===== src/hw/rtl/hsvp_pkg.sv =====
// Shared types, constants and a helper function for the HSV-percent to RGB converter.
package hsvp_pkg;

  localparam int unsigned HueW  = 9;
  localparam int unsigned PctW  = 7;
  localparam int unsigned ChanW = 8;
  localparam int unsigned OffW  = 6;
  localparam int unsigned ProdW = 15;

  localparam logic [HueW-1:0]  HUE_MAX  = 9'd359;
  localparam logic [PctW-1:0]  PCT_MAX  = 7'd100;
  localparam logic [ChanW-1:0] FULL     = 8'd255;
  localparam logic [8:0]       RAMP_NUM = 9'd425;

  // Sector lower bounds (first sector starts at zero)
  localparam logic [HueW-1:0] HUE_B1 = 9'd61;
  localparam logic [HueW-1:0] HUE_B2 = 9'd121;
  localparam logic [HueW-1:0] HUE_B3 = 9'd181;
  localparam logic [HueW-1:0] HUE_B4 = 9'd241;
  localparam logic [HueW-1:0] HUE_B5 = 9'd301;

  // Ramp origins: multiples of 60 degrees
  localparam logic [HueW-1:0] HUE_O1 = 9'd60;
  localparam logic [HueW-1:0] HUE_O2 = 9'd120;
  localparam logic [HueW-1:0] HUE_O3 = 9'd180;
  localparam logic [HueW-1:0] HUE_O4 = 9'd240;
  localparam logic [HueW-1:0] HUE_O5 = 9'd300;

  // floor(x/100) == (x * 5243) >> 19 for every x below 2^15
  localparam logic [12:0] RECIP100 = 13'd5243;
  localparam int unsigned RecipSh  = 19;

  typedef enum logic [2:0] {
    SEC_RY,   // red full, green rises
    SEC_YG,   // green full, red falls
    SEC_GC,   // green full, blue rises
    SEC_CB,   // blue full, green falls
    SEC_BM,   // blue full, red rises
    SEC_MR    // red full, blue falls
  } sector_t;

  typedef struct packed {
    logic [ChanW-1:0] r;
    logic [ChanW-1:0] g;
    logic [ChanW-1:0] b;
  } rgb_t;

  typedef struct packed {
    logic [ProdW-1:0] r;
    logic [ProdW-1:0] g;
    logic [ProdW-1:0] b;
  } rgb_prod_t;

  function automatic logic [ChanW-1:0] div100(input logic [ProdW-1:0] x);
    logic [27:0] p;
    p = 28'(x) * 28'(RECIP100);
    return p[RecipSh+ChanW-1:RecipSh];
  endfunction

endpackage


===== src/hw/rtl/hsvp_sector.sv =====
// Stages 1-2: input clamp, sector pick, hue ramp and base color.
module hsvp_sector import hsvp_pkg::*; (
  input  logic            clk,
  input  logic            rst,
  input  logic            in_valid,
  output logic            in_stall,
  input  logic [HueW-1:0] hue,
  input  logic [PctW-1:0] saturation,
  input  logic [PctW-1:0] brightness,
  output logic            out_valid,
  input  logic            out_stall,
  output rgb_t            base,
  output logic [PctW-1:0] inv_sat,
  output logic [PctW-1:0] val
);

  // stage 1
  logic             s1_valid;
  sector_t          s1_sec;
  logic [ProdW-1:0] s1_prod;
  logic [PctW-1:0]  s1_inv;
  logic [PctW-1:0]  s1_val;
  // stage 2
  logic             s2_valid;
  rgb_t             s2_base;
  logic [PctW-1:0]  s2_inv;
  logic [PctW-1:0]  s2_val;

  logic             s1_stall, s2_stall;
  logic [HueW-1:0]  h_c;
  logic [PctW-1:0]  s_c, v_c;
  sector_t          sec_next;
  logic [HueW-1:0]  org;
  logic [HueW-1:0]  off_full;
  logic [OffW-1:0]  off;
  logic [ChanW-1:0] ramp;
  rgb_t             base_next;

  assign s2_stall = s2_valid & out_stall;
  assign s1_stall = s1_valid & s2_stall;
  assign in_stall = s1_stall;

  always_comb begin
    h_c = (hue > HUE_MAX) ? HUE_MAX : hue;
    s_c = (saturation > PCT_MAX) ? PCT_MAX : saturation;
    v_c = (brightness > PCT_MAX) ? PCT_MAX : brightness;
    if (h_c < HUE_B1) begin
      sec_next = SEC_RY; org = '0;
    end else if (h_c < HUE_B2) begin
      sec_next = SEC_YG; org = HUE_O1;
    end else if (h_c < HUE_B3) begin
      sec_next = SEC_GC; org = HUE_O2;
    end else if (h_c < HUE_B4) begin
      sec_next = SEC_CB; org = HUE_O3;
    end else if (h_c < HUE_B5) begin
      sec_next = SEC_BM; org = HUE_O4;
    end else begin
      sec_next = SEC_MR; org = HUE_O5;
    end
    off_full = h_c - org;
    off      = off_full[OffW-1:0];
  end

  always_ff @(posedge clk) begin
    if (rst) begin
      s1_valid <= 1'b0;
    end else if (!s1_stall) begin
      s1_valid <= in_valid;
    end
    if (!s1_stall && in_valid) begin
      s1_sec  <= sec_next;
      s1_prod <= ProdW'(RAMP_NUM) * ProdW'(off);
      s1_inv  <= PCT_MAX - s_c;
      s1_val  <= v_c;
    end
  end

  always_comb begin
    ramp = div100(s1_prod);
    case (s1_sec)
      SEC_RY:  base_next = '{r: FULL,        g: ramp,        b: '0};
      SEC_YG:  base_next = '{r: FULL - ramp, g: FULL,        b: '0};
      SEC_GC:  base_next = '{r: '0,          g: FULL,        b: ramp};
      SEC_CB:  base_next = '{r: '0,          g: FULL - ramp, b: FULL};
      SEC_BM:  base_next = '{r: ramp,        g: '0,          b: FULL};
      SEC_MR:  base_next = '{r: FULL,        g: '0,          b: FULL - ramp};
      default: base_next = '{r: FULL,        g: ramp,        b: '0};
    endcase
  end

  always_ff @(posedge clk) begin
    if (rst) begin
      s2_valid <= 1'b0;
    end else if (!s2_stall) begin
      s2_valid <= s1_valid;
    end
    if (!s2_stall && s1_valid) begin
      s2_base <= base_next;
      s2_inv  <= s1_inv;
      s2_val  <= s1_val;
    end
  end

  assign out_valid = s2_valid;
  assign base      = s2_base;
  assign inv_sat   = s2_inv;
  assign val       = s2_val;

endmodule


===== src/hw/rtl/hsvp_lift.sv =====
// Stages 3-4: saturation lift c + (255 - c) * (100 - S) / 100.
module hsvp_lift import hsvp_pkg::*; (
  input  logic            clk,
  input  logic            rst,
  input  logic            in_valid,
  output logic            in_stall,
  input  rgb_t            base,
  input  logic [PctW-1:0] inv_sat,
  input  logic [PctW-1:0] val,
  output logic            out_valid,
  input  logic            out_stall,
  output rgb_t            lifted,
  output logic [PctW-1:0] val_out
);

  logic            s3_valid;
  rgb_t            s3_base;
  rgb_prod_t       s3_prod;
  logic [PctW-1:0] s3_val;
  logic            s4_valid;
  rgb_t            s4_lift;
  logic [PctW-1:0] s4_val;
  logic            s3_stall, s4_stall;

  assign s4_stall = s4_valid & out_stall;
  assign s3_stall = s3_valid & s4_stall;
  assign in_stall = s3_stall;

  always_ff @(posedge clk) begin
    if (rst) begin
      s3_valid <= 1'b0;
    end else if (!s3_stall) begin
      s3_valid <= in_valid;
    end
    if (!s3_stall && in_valid) begin
      s3_base   <= base;
      s3_prod.r <= ProdW'(ProdW'(FULL - base.r) * ProdW'(inv_sat));
      s3_prod.g <= ProdW'(ProdW'(FULL - base.g) * ProdW'(inv_sat));
      s3_prod.b <= ProdW'(ProdW'(FULL - base.b) * ProdW'(inv_sat));
      s3_val    <= val;
    end
  end

  always_ff @(posedge clk) begin
    if (rst) begin
      s4_valid <= 1'b0;
    end else if (!s4_stall) begin
      s4_valid <= s3_valid;
    end
    if (!s4_stall && s3_valid) begin
      s4_lift.r <= s3_base.r + div100(s3_prod.r);
      s4_lift.g <= s3_base.g + div100(s3_prod.g);
      s4_lift.b <= s3_base.b + div100(s3_prod.b);
      s4_val    <= s3_val;
    end
  end

  assign out_valid = s4_valid;
  assign lifted    = s4_lift;
  assign val_out   = s4_val;

endmodule


===== src/hw/rtl/hsvp_scale.sv =====
// Stages 5-6: value scaling c * V / 100 into the output register.
module hsvp_scale import hsvp_pkg::*; (
  input  logic            clk,
  input  logic            rst,
  input  logic            in_valid,
  output logic            in_stall,
  input  rgb_t            lifted,
  input  logic [PctW-1:0] val,
  output logic            out_valid,
  input  logic            out_stall,
  output rgb_t            pix
);

  logic      s5_valid;
  rgb_prod_t s5_prod;
  logic      s6_valid;
  rgb_t      s6_pix;
  logic      s5_stall, s6_stall;

  assign s6_stall = s6_valid & out_stall;
  assign s5_stall = s5_valid & s6_stall;
  assign in_stall = s5_stall;

  always_ff @(posedge clk) begin
    if (rst) begin
      s5_valid <= 1'b0;
    end else if (!s5_stall) begin
      s5_valid <= in_valid;
    end
    if (!s5_stall && in_valid) begin
      s5_prod.r <= ProdW'(ProdW'(lifted.r) * ProdW'(val));
      s5_prod.g <= ProdW'(ProdW'(lifted.g) * ProdW'(val));
      s5_prod.b <= ProdW'(ProdW'(lifted.b) * ProdW'(val));
    end
  end

  always_ff @(posedge clk) begin
    if (rst) begin
      s6_valid <= 1'b0;
    end else if (!s6_stall) begin
      s6_valid <= s5_valid;
    end
    if (!s6_stall && s5_valid) begin
      s6_pix.r <= div100(s5_prod.r);
      s6_pix.g <= div100(s5_prod.g);
      s6_pix.b <= div100(s5_prod.b);
    end
  end

  assign out_valid = s6_valid;
  assign pix       = s6_pix;

endmodule


===== src/hw/rtl/hsv_percent_to_rgb.sv =====
// Top level of the HSV-percent to RGB converter: six-stage pipeline.
//
//  channel | direction | handshake            | payload
//  --------+-----------+----------------------+--------------------------------
//  input   | in        | in_valid / in_stall  | hue[8:0] saturation[6:0] brightness[6:0]
//  output  | out       | out_valid / out_stall| red[7:0] green[7:0] blue[7:0]
//
// An input transaction is registered through stages 1 to 6 before output valid; one
// transaction per cycle is taken and delivered when the output is not stalled.
// Every stage has its own valid bit; a stage holds only while it is full and
// the stage after it holds, so bubbles are squeezed out under stall.
// in_stall is high only when all six stages are full and out_stall is high.
// rst (synchronous) clears the valid bits; payload registers are not reset.
// Stage split: 1 clamp + sector + 425*offset, 2 ramp /100 + base color,
// 3 (255-c)*(100-S), 4 lift /100 + add, 5 c*V, 6 /100 into output register.
module hsv_percent_to_rgb import hsvp_pkg::*; (
  input  logic             clk,
  input  logic             rst,
  input  logic             in_valid,
  output logic             in_stall,
  input  logic [HueW-1:0]  hue,
  input  logic [PctW-1:0]  saturation,
  input  logic [PctW-1:0]  brightness,
  output logic             out_valid,
  input  logic             out_stall,
  output logic [ChanW-1:0] red,
  output logic [ChanW-1:0] green,
  output logic [ChanW-1:0] blue
);

  // sector -> lift
  logic            sec_valid, sec_stall;
  rgb_t            sec_base;
  logic [PctW-1:0] sec_inv, sec_val;
  // lift -> scale
  logic            lift_valid, lift_stall;
  rgb_t            lift_pix;
  logic [PctW-1:0] lift_val;
  // final pixel
  rgb_t            pix;

  hsvp_sector u_sector (
    .clk        (clk),
    .rst        (rst),
    .in_valid   (in_valid),
    .in_stall   (in_stall),
    .hue        (hue),
    .saturation (saturation),
    .brightness (brightness),
    .out_valid  (sec_valid),
    .out_stall  (sec_stall),
    .base       (sec_base),
    .inv_sat    (sec_inv),
    .val        (sec_val)
  );

  hsvp_lift u_lift (
    .clk       (clk),
    .rst       (rst),
    .in_valid  (sec_valid),
    .in_stall  (sec_stall),
    .base      (sec_base),
    .inv_sat   (sec_inv),
    .val       (sec_val),
    .out_valid (lift_valid),
    .out_stall (lift_stall),
    .lifted    (lift_pix),
    .val_out   (lift_val)
  );

  hsvp_scale u_scale (
    .clk       (clk),
    .rst       (rst),
    .in_valid  (lift_valid),
    .in_stall  (lift_stall),
    .lifted    (lift_pix),
    .val       (lift_val),
    .out_valid (out_valid),
    .out_stall (out_stall),
    .pix       (pix)
  );

  assign red   = pix.r;
  assign green = pix.g;
  assign blue  = pix.b;

endmodule


===== config.mk =====
export PLATFORM = sky130hd
export DESIGN_NAME = hsv_percent_to_rgb
export DESIGN_NICKNAME = d
export VERILOG_FILES = /design/src/hw/rtl/hsvp_pkg.sv /design/src/hw/rtl/hsvp_sector.sv /design/src/hw/rtl/hsvp_lift.sv /design/src/hw/rtl/hsvp_scale.sv /design/src/hw/rtl/hsv_percent_to_rgb.sv
export SDC_FILE = /design/constraint.sdc
export NUM_CORES = 2
export LEC_CHECK = 0
export BUFFER_PORTS_ARGS = -buffer_cell sky130_fd_sc_hd__buf_2
export CAP_MARGIN = 10
export CORE_MARGIN = 2
export CORE_UTILIZATION = 35
export DETAILED_ROUTE_END_ITERATION = 6
export PLACE_DENSITY_LB_ADDON = 0.15
export SETUP_SLACK_MARGIN = 0.15
export SLEW_MARGIN = 15
export SYNTH_ARGS = -nofsm -noshare
export SYNTH_HDL_FRONTEND = slang
export SYNTH_SLANG_ARGS = --single-unit

===== constraint.sdc =====
create_clock -name clk -period 8.2 [get_ports clk]
set_clock_uncertainty 0.1 [all_clocks]
set_input_delay 1.23 -clock clk [delete_from_list [all_inputs] [get_ports clk]]
set_output_delay 1.23 -clock clk [all_outputs]
set_load 0.05 [all_outputs]

==> out/qor.yml <==
run_status:
  status: "finished, final reports clean"
cts:
  postCtsSetupBuffers: 0
  post_cts_resize_count: 0
  cts_hold_buf: 0
  cts-root-buf: "clkbuf_16"
  cts_tree: "done"
  htree_levels: 2
  cts-buffers-inserted: 36
  clk_pin_slew_worst_paths_ns: 0.05
  cts_sinks: 252
  insertion_delay_ns: 0.58
  clockBufferDepth: 3
cells_and_area:
  final_common_cell: "inv_1"
  mostFrequentLayoutCells: "inv_1, ha_1, fa_1"
  fin_util_pct: 38.1
  area_growth_pct: 7.80
  drive_gt1_share_pct: 3.54
  final_nets: 5955
sta:
  fmax_mhz: 153
  maxSlewHeadroom_pct: 29.8
  rsz0062_at_grt: "false"
  hold_viol_final: 0
  period_share_pct: 80.0
  setup_violations: 0
  worstMarginPinSlew_ns: 1.05
  period_minus_slack_ns: 6.56
  drv_slew: 0
  finalSetupTns_ns: 0
  holdWs_ns: 0.317
setup_path:
  r2r_slack_ns: 1.64
  r2r_start: "u_lift.s3_prod[38]$_DFFE_PP_"
  required_ns: 8.42
  cp_max_fo: 6
  cp.arrival_ns: 6.78
  rr_endpoint: "u_lift.lifted[23]$_DFFE_PP_"
  end_kind: "register"
  worstSetupPathType: "reg -> reg"
  r2r_cells: 26
  start_kind: "register"
placed_design:
  post-dp-hpwl_mm: 74.4
  gp_congestion: 0.823
  portBuffers: 52
logic_synthesis:
  synth_edf_count: 246
  ys_ff_latch: 252
  netlist.area_leader.share_pct: 29.7
  synthesis.area_um2: 44500
  syn_area_per_cell_um2: 10.5
  synth_area_leaders: "fa_1, ha_1, edfxtp_1, inv_1, xnor2_1"
  async_flop_share_pct: 0
  yosysWarningCount: 0
  synth_ff_type: "edfxtp_1"
  ys_seq_area_share_pct: 16.9
  syn_nets: 5888
  synthCells: 4262
  synth_top_cell_by_area: "fa_1"
  ys_types: 75
global_routing:
  overflow: 0
  grtUsageMet3_pct: 1.34
  grt_start_max_net_pins: 70
  grt_busiest_layer: "met2"
  grt_antenna_before_repair: 0
  gr-usage-met1_pct: 19.5
  grt_pass1_vias: 29487
  use_met2_pct: 23.6
  grt_usage_pct: 14.0
  grt_pass1_wl_mm: 149
die:
  ios: 53
  die_h_um: 361
  coreArea_um2: 126000
  fp.dieW_um: 361
  die_area_um2: 130000
  num_rows: 130
  start_util_pct: 35.4
drt:
  postRouteAntennaNets: 0
  remaining_drc_errors: 0
  drt_iter0_drc: 871
  drt-vias-per-instance: 4.52
  vias: 27166
  drtPass1Iterations: 5
  wl_mm: 86.7
  wl_per_cell_um: 14.4
min_path:
  hold_start: "u_sector.s1_inv[6]$_DFFE_PP_"
  hold_path.class: "reg -> reg"
  hold_path_depth: 0
  whs_endpoint: "u_sector.inv_sat[6]$_DFFE_PP_"
run:
  cap_viol_max_count: 0
[sequential cells by signal, summed over array words and instances, names as in the netlist, 3 cells and up]
signal	cells
u_lift.lifted	24
u_sector.base	24
u_sector.inv_sat	7
u_scale.s5_prod	45
u_sector.s1_prod	15
u_sector.s1_inv	7
u_lift.s3_val	7
u_lift.s3_prod	45
u_sector.s1_val	7
u_sector.s1_sec	3
u_sector.val	7
u_scale.pix	24
u_lift.s3_base	24
u_lift.val_out	7
[worst max-delay path by stage]
stage                                       from                        endpoint  slack, ns
floorplan                                 hue[4]  u_sector.s1_prod[14]$_DFFE_PP_       2.04
global placement                          hue[3]  u_sector.s1_prod[14]$_DFFE_PP_       1.19
detailed placement                        hue[4]  u_sector.s1_prod[14]$_DFFE_PP_       1.18
CTS                 u_lift.s3_prod[38]$_DFFE_PP_     u_lift.lifted[23]$_DFFE_PP_       1.59
global route        u_lift.s3_prod[38]$_DFFE_PP_     u_lift.lifted[23]$_DFFE_PP_       1.21
finish              u_lift.s3_prod[38]$_DFFE_PP_     u_lift.lifted[23]$_DFFE_PP_       1.64
[kinds of logic after synthesis]
logic type | after synthesis | share of synthesized area (%)
adders and majority gates | 1599 | 56.0
and+or+nand+nor | 634 | 7.49
DFF | 252 | 16.9
AOI/OAI and AO/OA | 398 | 5.94
muxes | 1 | 0.0225
xor gates and xnor gates | 181 | 3.56
buffers and inverters | 1197 | 10.1
[layout make-up]
type,count,area (um2)
multi-input cells,2813,32600
clock buffers,50,985
flip-flops and latches,252,7510
well taps,1650,2060
diodes,1,2.50
clock inverters,14,135
repair buffers,67,373
fillers,12675,77900
inverters,1159,4350
[worst max-delay path: stages (launching register included)]
cell and delay, ns:
edfxtp_1 0.53, ha_1 0.37, inv_1 0.05, fa_1 0.48, fa_1 0.51, inv_1 0.04, ha_1 0.26, inv_1 0.04
fa_1 0.47, inv_1 0.04, ha_1 0.29, a2111oi_1 0.40, o221ai_1 0.20, o211a_1 0.16, o21a_1 0.22, o21ai_0 0.23
nand3_1 0.14, a21oi_1 0.19, xnor2_1 0.18, ha_1 0.28, a21o_1 0.17, a21oi_1 0.22, o21bai_1 0.10, a21oi_1 0.21
o21ai_0 0.14, xnor2_1 0.15, xnor2_1 0.13
[metrics by stage]
stage / instance area (um2) / worst slack [ns] / cells
after floorplan: 44500 / 2.04 / 4262
after global placement: 46900 / 1.19 / 5941
after detailed placement: 46900 / 1.18 / 5941
after CTS: 48000 / 1.59 / 6005
after global routing: 48000 / 1.21 / 6005
final: 48000 / 1.64 / 6006
[metal layers]
layer / vias to the layer above / share of wire, %
li1: 13662 / -
met1: 13295 / 50
met2: 143 / 47
met3: 66 / 1.7
met4: 0 / 1.4
met5: - / 0
[cell usage after synthesis (6+ instances only)]
master     number
o21bai_1       33
a221oi_1        8
and2_1         80
nand2b_1      101
o211ai_1        9
a2bb2oi_1       7
o21a_1          8
or2_2           9
inv_1        1159
nor2_1         91
or3_1          10
xor2_1         48
nor3_1         27
a21oi_1       143
o41ai_1        10
dfxtp_1         6
fa_1          660
nand4_1        13
ha_1          939
a21o_1         45
xnor2_1       133
edfxtp_1      246
nand2_1       150
o21ai_0        60
clkbuf_1       36
and3_1         23
o211a_1         6
a31oi_1         8
nor2b_1        86
nand3_1        28
Power is not shown: default switching activity piles up to over one toggle a cycle in this logic, so the estimate is an artifact.
